## src/hdl/bfwdp_pkg.sv

```systemverilog
// shared types, widths and defaults for the bounded fifo with drop policy
`default_nettype none
package bfwdp_pkg;

	localparam int DEPTH_DEF = 8;
	localparam int DATA_W = 32;
	localparam int CNT_W = 4;
	localparam int LIMIT_W = 4;
	localparam int CFG_W = 4;
	localparam int CFG_IDX_W = 1;
	localparam int OUT_TDATA_W = 136;

	localparam logic [LIMIT_W-1:0] LIMIT_RESET = 4'd8;

	typedef enum logic [1:0] {
		OP_PUSH  = 2'd0,
		OP_POP   = 2'd1,
		OP_CLOSE = 2'd2
	} op_t;

	typedef enum logic [1:0] {
		ST_DONE    = 2'd0,
		ST_DROPPED = 2'd1,
		ST_STALL   = 2'd2,
		ST_CLOSED  = 2'd3
	} status_t;

	typedef enum logic [CFG_IDX_W-1:0] {
		REG_QUEUE_LIMIT = 1'd0,
		REG_BLOCK_MODE  = 1'd1
	} reg_idx_t;

	typedef struct packed {
		logic wr;
		logic rd;
	} mem_ctl_t;

	function automatic logic [DATA_W-1:0] sat_inc(input logic [DATA_W-1:0] v);
		return (v == {DATA_W{1'b1}}) ? v : v + 1'b1;
	endfunction

endpackage
`default_nettype wire

```

## src/hdl/bfwdp_store.sv

```systemverilog
// entry memory: one write port, one read port with registered read data
`default_nettype none
module bfwdp_store #(
	parameter int DEPTH = bfwdp_pkg::DEPTH_DEF,
	parameter int AW = $clog2(DEPTH)
) (
	input  wire logic                          clk,
	input  wire bfwdp_pkg::mem_ctl_t           ctl,
	input  wire logic [AW-1:0]                 wr_addr,
	input  wire logic [bfwdp_pkg::DATA_W-1:0]  wr_data,
	input  wire logic [AW-1:0]                 rd_addr,
	output logic      [bfwdp_pkg::DATA_W-1:0]  rd_data
);

	logic [bfwdp_pkg::DATA_W-1:0] mem [DEPTH];

	always_ff @(posedge clk) begin
		if (ctl.wr) begin
			mem[wr_addr] <= wr_data;
		end
		if (ctl.rd) begin
			rd_data <= mem[rd_addr];
		end
	end

endmodule
`default_nettype wire

```

## src/hdl/bfwdp_ctrl.sv

```systemverilog
// queue control: pointers, open flag, counters, policy and result register
`default_nettype none
module bfwdp_ctrl #(
	parameter int DEPTH = bfwdp_pkg::DEPTH_DEF,
	parameter int AW = $clog2(DEPTH)
) (
	input  wire logic                             clk,
	input  wire logic                             arst_n,
	input  wire logic                             cfg_wr_en,
	input  wire logic [bfwdp_pkg::CFG_IDX_W-1:0]  cfg_index,
	input  wire logic [bfwdp_pkg::CFG_W-1:0]      cfg_data,
	input  wire logic                             in_valid,
	output logic                                  in_ready,
	input  wire logic [1:0]                       in_op,
	input  wire logic [bfwdp_pkg::DATA_W-1:0]     in_value,
	output logic                                  out_valid,
	input  wire logic                             out_ready,
	output logic      [1:0]                       out_status,
	output logic                                  out_popped,
	output logic      [bfwdp_pkg::CNT_W-1:0]      out_occupancy,
	output logic      [bfwdp_pkg::DATA_W-1:0]     out_produced,
	output logic      [bfwdp_pkg::DATA_W-1:0]     out_consumed,
	output logic      [bfwdp_pkg::DATA_W-1:0]     out_dropped,
	output bfwdp_pkg::mem_ctl_t                   mem_ctl,
	output logic      [AW-1:0]                    mem_wr_addr,
	output logic      [bfwdp_pkg::DATA_W-1:0]     mem_wr_data,
	output logic      [AW-1:0]                    mem_rd_addr
);

	localparam int SW = ((AW > bfwdp_pkg::CNT_W) ? AW : bfwdp_pkg::CNT_W) + 1;

	logic [bfwdp_pkg::LIMIT_W-1:0] limit_q;
	logic                          block_q;
	logic [AW-1:0]                 head_q;
	logic [bfwdp_pkg::CNT_W-1:0]   count_q;
	logic                          open_q;
	logic [bfwdp_pkg::DATA_W-1:0]  produced_q;
	logic [bfwdp_pkg::DATA_W-1:0]  consumed_q;
	logic [bfwdp_pkg::DATA_W-1:0]  dropped_q;
	logic                          valid_s1;
	bfwdp_pkg::status_t            status_s1;
	logic                          popped_s1;

	logic                          accept;
	logic [bfwdp_pkg::LIMIT_W-1:0] limit_n;
	logic                          full;
	logic [SW-1:0]                 tail_sum;
	logic [SW-1:0]                 tail_wrap;
	logic [AW-1:0]                 head_next;
	logic                          do_push;
	logic                          do_pop;
	logic                          do_drop;
	logic                          do_close;
	bfwdp_pkg::status_t            status_n;

	assign in_ready = !valid_s1 || out_ready;
	assign accept = in_valid && in_ready;

	assign limit_n = (limit_q == '0) ? bfwdp_pkg::LIMIT_W'(1) : limit_q;
	assign full = (count_q >= limit_n) || (32'(count_q) >= 32'(DEPTH));

	assign tail_sum = SW'(head_q) + SW'(count_q);
	assign tail_wrap = (tail_sum >= SW'(DEPTH)) ? tail_sum - SW'(DEPTH) : tail_sum;
	assign head_next = (32'(head_q) == 32'(DEPTH - 1)) ? '0 : head_q + 1'b1;

	always_comb begin
		do_push = 1'b0;
		do_pop = 1'b0;
		do_drop = 1'b0;
		do_close = 1'b0;
		status_n = bfwdp_pkg::ST_DONE;
		case (bfwdp_pkg::op_t'(in_op))
			bfwdp_pkg::OP_PUSH: begin
				if (block_q) begin
					if (!open_q) begin
						status_n = bfwdp_pkg::ST_CLOSED;
					end else if (full) begin
						status_n = bfwdp_pkg::ST_STALL;
					end else begin
						do_push = 1'b1;
					end
				end else if (full) begin
					status_n = bfwdp_pkg::ST_DROPPED;
					do_drop = 1'b1;
				end else begin
					do_push = 1'b1;
				end
			end
			bfwdp_pkg::OP_POP: begin
				if (count_q != '0) begin
					do_pop = 1'b1;
				end else begin
					status_n = open_q ? bfwdp_pkg::ST_STALL : bfwdp_pkg::ST_CLOSED;
				end
			end
			bfwdp_pkg::OP_CLOSE: begin
				do_close = 1'b1;
			end
			default: begin
				status_n = bfwdp_pkg::ST_DONE;
			end
		endcase
	end

	assign mem_ctl.wr = accept && do_push;
	assign mem_ctl.rd = accept && do_pop;
	assign mem_wr_addr = tail_wrap[AW-1:0];
	assign mem_wr_data = in_value;
	assign mem_rd_addr = head_q;

	always_ff @(posedge clk or negedge arst_n) begin
		if (!arst_n) begin
			limit_q <= bfwdp_pkg::LIMIT_RESET;
			block_q <= 1'b0;
		end else if (cfg_wr_en) begin
			case (bfwdp_pkg::reg_idx_t'(cfg_index))
				bfwdp_pkg::REG_QUEUE_LIMIT: limit_q <= cfg_data[bfwdp_pkg::LIMIT_W-1:0];
				bfwdp_pkg::REG_BLOCK_MODE:  block_q <= cfg_data[0];
				default: begin
					limit_q <= limit_q;
				end
			endcase
		end
	end

	always_ff @(posedge clk or negedge arst_n) begin
		if (!arst_n) begin
			head_q <= '0;
			count_q <= '0;
			open_q <= 1'b1;
			produced_q <= '0;
			consumed_q <= '0;
			dropped_q <= '0;
			valid_s1 <= 1'b0;
			status_s1 <= bfwdp_pkg::ST_DONE;
			popped_s1 <= 1'b0;
		end else begin
			if (accept) begin
				valid_s1 <= 1'b1;
				status_s1 <= status_n;
				popped_s1 <= do_pop;
				if (do_push) begin
					count_q <= count_q + 1'b1;
					produced_q <= bfwdp_pkg::sat_inc(produced_q);
				end
				if (do_pop) begin
					head_q <= head_next;
					count_q <= count_q - 1'b1;
					consumed_q <= bfwdp_pkg::sat_inc(consumed_q);
				end
				if (do_drop) begin
					dropped_q <= bfwdp_pkg::sat_inc(dropped_q);
				end
				if (do_close) begin
					open_q <= 1'b0;
				end
			end else if (out_ready) begin
				valid_s1 <= 1'b0;
			end
		end
	end

	assign out_valid = valid_s1;
	assign out_status = status_s1;
	assign out_popped = popped_s1;
	assign out_occupancy = count_q;
	assign out_produced = produced_q;
	assign out_consumed = consumed_q;
	assign out_dropped = dropped_q;

endmodule
`default_nettype wire

```

## src/hdl/bounded_fifo_with_drop_policy_core.sv

```systemverilog
// top level of the bounded fifo with drop policy
// The queue takes one transfer per clock: a push, a pop or a close, given in
// s_tuser, with the push word in s_tdata. Each transfer gives exactly one result
// in the next cycle, in a single output register; a new transfer is taken in the
// same cycle the previous result is taken, so the sustained rate is one item
// per clock while m_tready stays high. Entries live in a DEPTH-word memory with
// one write and one registered read port; the pop word comes straight from that
// read register. Occupancy and the three saturating counters in the result are
// the values after the item. The fill limit (register 0) is clamped to 1..DEPTH;
// register 1 selects refuse-and-stall instead of drop on a full queue.
`default_nettype none
module bounded_fifo_with_drop_policy_core #(
	parameter int DEPTH = bfwdp_pkg::DEPTH_DEF
) (
	input  wire logic                                 clk,
	input  wire logic                                 arst_n,
	input  wire logic                                 cfg_wr_en,
	input  wire logic [bfwdp_pkg::CFG_IDX_W-1:0]      cfg_index,
	input  wire logic [bfwdp_pkg::CFG_W-1:0]          cfg_data,
	input  wire logic                                 s_tvalid,
	output logic                                      s_tready,
	// push_value
	input  wire logic [bfwdp_pkg::DATA_W-1:0]         s_tdata,
	// operation
	input  wire logic [1:0]                           s_tuser,
	output logic                                      m_tvalid,
	input  wire logic                                 m_tready,
	// pop_value, occupancy, produced_count, consumed_count, dropped_count, zero pad
	output logic      [bfwdp_pkg::OUT_TDATA_W-1:0]    m_tdata,
	// status
	output logic      [1:0]                           m_tuser
);

	localparam int AW = $clog2(DEPTH);

	bfwdp_pkg::mem_ctl_t             mem_ctl;
	logic [AW-1:0]                   mem_wr_addr;
	logic [bfwdp_pkg::DATA_W-1:0]    mem_wr_data;
	logic [AW-1:0]                   mem_rd_addr;
	logic [bfwdp_pkg::DATA_W-1:0]    mem_rd_data;
	logic                            popped;
	logic [bfwdp_pkg::CNT_W-1:0]     occupancy;
	logic [bfwdp_pkg::DATA_W-1:0]    produced_count;
	logic [bfwdp_pkg::DATA_W-1:0]    consumed_count;
	logic [bfwdp_pkg::DATA_W-1:0]    dropped_count;
	logic [bfwdp_pkg::DATA_W-1:0]    pop_value;

	bfwdp_ctrl #(
		.DEPTH(DEPTH),
		.AW(AW)
	) u_ctrl (
		.clk(clk),
		.arst_n(arst_n),
		.cfg_wr_en(cfg_wr_en),
		.cfg_index(cfg_index),
		.cfg_data(cfg_data),
		.in_valid(s_tvalid),
		.in_ready(s_tready),
		.in_op(s_tuser),
		.in_value(s_tdata),
		.out_valid(m_tvalid),
		.out_ready(m_tready),
		.out_status(m_tuser),
		.out_popped(popped),
		.out_occupancy(occupancy),
		.out_produced(produced_count),
		.out_consumed(consumed_count),
		.out_dropped(dropped_count),
		.mem_ctl(mem_ctl),
		.mem_wr_addr(mem_wr_addr),
		.mem_wr_data(mem_wr_data),
		.mem_rd_addr(mem_rd_addr)
	);

	bfwdp_store #(
		.DEPTH(DEPTH),
		.AW(AW)
	) u_store (
		.clk(clk),
		.ctl(mem_ctl),
		.wr_addr(mem_wr_addr),
		.wr_data(mem_wr_data),
		.rd_addr(mem_rd_addr),
		.rd_data(mem_rd_data)
	);

	assign pop_value = popped ? mem_rd_data : '0;
	assign m_tdata = {4'b0000, dropped_count, consumed_count, produced_count,
		occupancy, pop_value};

endmodule
`default_nettype wire

```

## config.mk

```make
export PLATFORM = sky130hd
export DESIGN_NAME = bounded_fifo_with_drop_policy_core
export DESIGN_NICKNAME = d
export VERILOG_FILES = /design/src/hdl/bfwdp_pkg.sv /design/src/hdl/bfwdp_store.sv /design/src/hdl/bfwdp_ctrl.sv /design/src/hdl/bounded_fifo_with_drop_policy_core.sv
export SDC_FILE = /design/constraint.sdc
export NUM_CORES = 1
export LEC_CHECK = 0
export ABC_CLOCK_PERIOD_IN_PS = 5400
export BUFFER_PORTS_ARGS = -buffer_cell sky130_fd_sc_hd__buf_2
export CELL_PAD_IN_SITES_DETAIL_PLACEMENT = 0
export CELL_PAD_IN_SITES_GLOBAL_PLACEMENT = 1
export CORE_AREA = 2 2 216 165
export CTS_CLUSTER_SIZE = 8
export DETAILED_ROUTE_END_ITERATION = 12
export DIE_AREA = 0 0 218 167
export HOLD_SLACK_MARGIN = 0.12
export PLACE_DENSITY_LB_ADDON = 0.1
export SKIP_CTS_REPAIR_TIMING = 1
export SKIP_LAST_GASP = 1
export SLEW_MARGIN = 0
export SYNTH_ARGS = -nofsm -noshare
export SYNTH_HDL_FRONTEND = slang
export SYNTH_SLANG_ARGS = --single-unit
```

## constraint.sdc

```tcl
create_clock -name clk -period 5.4 [get_ports clk]
set_clock_uncertainty 0.15 [all_clocks]
set_input_delay 0.27 -clock clk [delete_from_list [all_inputs] [get_ports clk]]
set_output_delay 0.27 -clock clk [all_outputs]
set_load 0.1 [all_outputs]
```

==> summary.txt <==
Yosys
  • Post-Syn Area: 0.0166 mm^2
  • Seq cells post-synth: 401
  • Post-synth top cells: edfxtp_1, dfrtp_1, mux4_2
  • Most common cell in the netlist: edfxtp_1
  • Seq/Total Area, Yosys: 69.2%
  • Synth warn: 0
  • Cell count after synthesis: 1,015
  • Post-Syn Area per Cell: 16.3 um^2
  • Count of different cell masters after synthesis: 61
  • Top cells by area, synth: edfxtp_1, dfrtp_1, mux4_2
  • Yosys top cell area share: 52.2%
  • EDFF count, synth: 288
  • Async SR Flop Fraction: 28.2%
  • Commonest register cell after synthesis: edfxtp_1
  • Largest area contributor in the netlist: edfxtp_1

Min path
  • Hold Crit Class: in2async

Final layout
  • Area Overhead vs Synth: 21.3%
  • Layout cells sized above 1: 29.4%
  • Final instance area: 0.0201 mm^2
  • Layout Nets: 1,341
  • Filler instances: 2,711
  • Post-layout util: 58.7%
  • Non-filler cells, final: 1,761

Power and ir drop
  • Max IR drop VDD: 0.359 mV
  • Pwr dens: 446 mW/mm^2
  • P_leak: 0.00771 uW

Worst setup path
  • Worst-path fanout max: 27
  • R2R setup slack: 1.17 ns
  • FF-to-FF End: u_store.mem[6][14]$_DFFE_PP_
  • RR Startpoint: u_ctrl.limit_q[3]$_DFFE_PN1P_
  • Crit path DAT: 4.37 ns
  • CP Launch Point: u_ctrl.limit_q[3]$_DFFE_PN1P_
  • Crit path to: u_store.mem[6][14]$_DFFE_PP_
  • Worst Path Required: 5.54 ns
  • Crit start category: register
  • Cell Chain, Critical Path: inv_1, a31o_2, ha_1, nor3b_1, o21ai_0, nor2_1, nand2_1, nor2_4, buf_4
  • Critical path class: reg2reg
  • Slowest Stage Delay on Critical Path: 0.80 ns
  • CP max-delay cell: nor2_4
  • Worst reg-to-reg path cell count: 9
  • CP Capture Type: register

Routing
  • DR WL/cell: 20.3 um
  • Final WL: 35,700 um
  • First-pass detailed-route iteration total: 5
  • DRC: 0
  • Vias per cell: 5.46
  • Antenna Nets Post-Route: 0
  • 1st-iter DRT viols: 742
  • DR vias: 9,609

STA
  • Period Utilization, post-route: 78.3%
  • RSZ-0062 raised after global routing: no
  • Hold Vio Cnt, Final: 0
  • Final TNS setup: 0 ns
  • Slew @ Worst Pin: 1.17 ns
  • Max Slew Vio Count: 0
  • Maximum clock frequency: 0.236 GHz
  • Final min period: 4.23 ns
  • Setup-failing EPs final: 0
  • Worst relative slew slack: 22.0%

Floorplanning
  • Die ar.: 0.0364 mm^2
  • Initial core utilization: 48.4%
  • Row count: 59
  • Core area: 0.0343 mm^2
  • Die X: 218 um
  • Die height: 167 um
  • IO Pins: 184

Clocking
  • Sink Count: 401
  • H-tree depth: 2
  • Later-pin clock latency in the skew report: 0.59 ns
  • Clock root buffer: clkbuf_16
  • Inserted Clock Buffers: 56
  • Clock transition at the registers of the reported paths: 0.05 ns
  • Clock Tree Buf Depth: 3
  • TritonCTS clock tree: built

Place
  • Area post-placement: 0.0181 mm^2
  • DP Wirelength: 22,300 um
  • Gpl congestion: 0.820
  • Placed Cells incl. Taps: 1,632
  • Port buffer count: 179

GRT
  • Total congestion overflow: 0
  • GR Util All Layers: 20.0%
  • Vias in the first global route: 9,399
  • First-pass GRT wire length: 55,900 um
  • Largest net degree at the start of global routing: 70
  • Initial antenna violation count: 1

Status
  • Status: finished clean

Flow run
  • Max-Cap Viols: 0
cell families (layout without fill, tap and decap cells):
family | Yosys count | in the layout | synth area share (%)
AO/OA/AOI/OAI | 36 | 36 | 1.45
XOR/XNOR | 95 | 95 | 5.02
adder cells (fa/ha/maj) | 14 | 14 | 1.15
buffers and inverters | 57 | 342 | 1.46
flip-flops | 401 | 401 | 69.2
multiplexers | 105 | 105 | 11.5
other | 1 | 5 | 0.0226
AND/OR/NAND/NOR | 306 | 306 | 10.2
through the flow:
step	hold slack (ns)	power, uW	worst slack [ns]
6_report	0.214	8960	1.17
5_1_grt	0.295	9350	0.794
4_1_cts	-0.310	9050	1.13
3_5_place_dp	0.308	5900	1.16
3_3_place_gp	0.312	5880	1.23
2_1_floorplan	-0.176	5360	0.152
placed cells by master, fill, tap and decap left out, types with 4 or more instances in the layout:
cell type / netlist / routed
a21oi_1: 6 / 6
and2_1: 39 / 39
and3_1: 17 / 17
buf_2: 5 / 178
buf_4: 4 / 13
clkbuf_1: 21 / 18
clkbuf_16: 0 / 56
conb_1: 1 / 4
dfrtp_1: 111 / 108
dlygate4sd3_1: 0 / 50
edfxtp_1: 288 / 288
ha_1: 12 / 12
inv_1: 22 / 22
mux2_2: 40 / 40
mux4_2: 64 / 64
nand2_1: 54 / 54
nand2b_1: 6 / 6
nand3_1: 41 / 41
nand4_1: 36 / 36
nor2_1: 35 / 29
nor2_4: 0 / 6
nor3_1: 34 / 32
nor3b_1: 5 / 5
nor4_1: 11 / 11
o211ai_1: 5 / 5
o21ai_0: 7 / 7
or4_1: 4 / 4
xnor2_1: 57 / 57
xor2_1: 38 / 38
layer usage:
layer  up-vias  GRT usage, %  share of wire [%]
met5         -             0                  0
li1       4428             -                  -
met3        61          3.98                5.5
met1      4861          29.9                 47
met4         0          5.47                1.9
met2       259          30.1                 46
report_power, final:
| group | switching, uW | internal, uW |
|---|---|---|
| clock | 1240 | 1880 |
| combinational | 1350 | 817 |
| sequential | 167 | 3510 |
| total | 2760 | 6200 |
how the worst min path moves through the flow:
stage               depth (start not counted)  slack, ns                 startpoint                                   to
floorplan                                   0      -0.18                     arst_n           u_ctrl.block_q$_DFFE_PN0P_
global placement                            2       0.31  u_ctrl.open_q$_DFFE_PN1P_            u_ctrl.open_q$_DFFE_PN1P_
detailed placement                          2       0.31  u_ctrl.open_q$_DFFE_PN1P_            u_ctrl.open_q$_DFFE_PN1P_
CTS                                         1      -0.31                     arst_n  u_ctrl.out_produced[17]$_DFFE_PN0P_
global route                                2       0.29                     arst_n   u_ctrl.out_dropped[21]$_DFFE_PN0P_
finish                                      2       0.21                     arst_n  u_ctrl.out_produced[12]$_DFFE_PN0P_
critical path: cells and delay by family (launching register included):
| kind | cells | cell delay [ns] |
|---|---|---|
| adders and majority gates | 1 | 0.27 |
| and+or+nand+nor | 4 | 2.10 |
| AOI/OAI and AO/OA | 2 | 0.54 |
| buffers and inverters | 2 | 0.35 |
| DFF | 1 | 0.51 |
registers in the layout (all words and copies together), names as in the netlist, 2 cells and up:
| signal | flops |
|---|---|
| u_ctrl.out_status | 2 |
| u_store.mem | 256 |
| u_ctrl.out_occupancy | 4 |
| u_ctrl.out_produced | 32 |
| u_ctrl.limit_q | 4 |
| u_ctrl.mem_rd_addr | 3 |
| u_ctrl.out_consumed | 32 |
| u_ctrl.out_dropped | 32 |
| u_store.rd_data | 32 |
cell type report:
class | count | area [um^2] | area share [%]
Antenna cell | 1 | 2.50 | 0.0124
Clock buffer | 74 | 1470 | 7.30
Clock inverter | 4 | 78.8 | 0.392
Inverter | 23 | 86.3 | 0.429
Multi-Input combinational cell | 560 | 4930 | 24.5
Sequential cell | 401 | 11500 | 57.1
Tap cell | 457 | 572 | 2.84
Timing Repair Buffer | 241 | 1490 | 7.40
No activity file was read; power rests on OpenSTA's default activity.
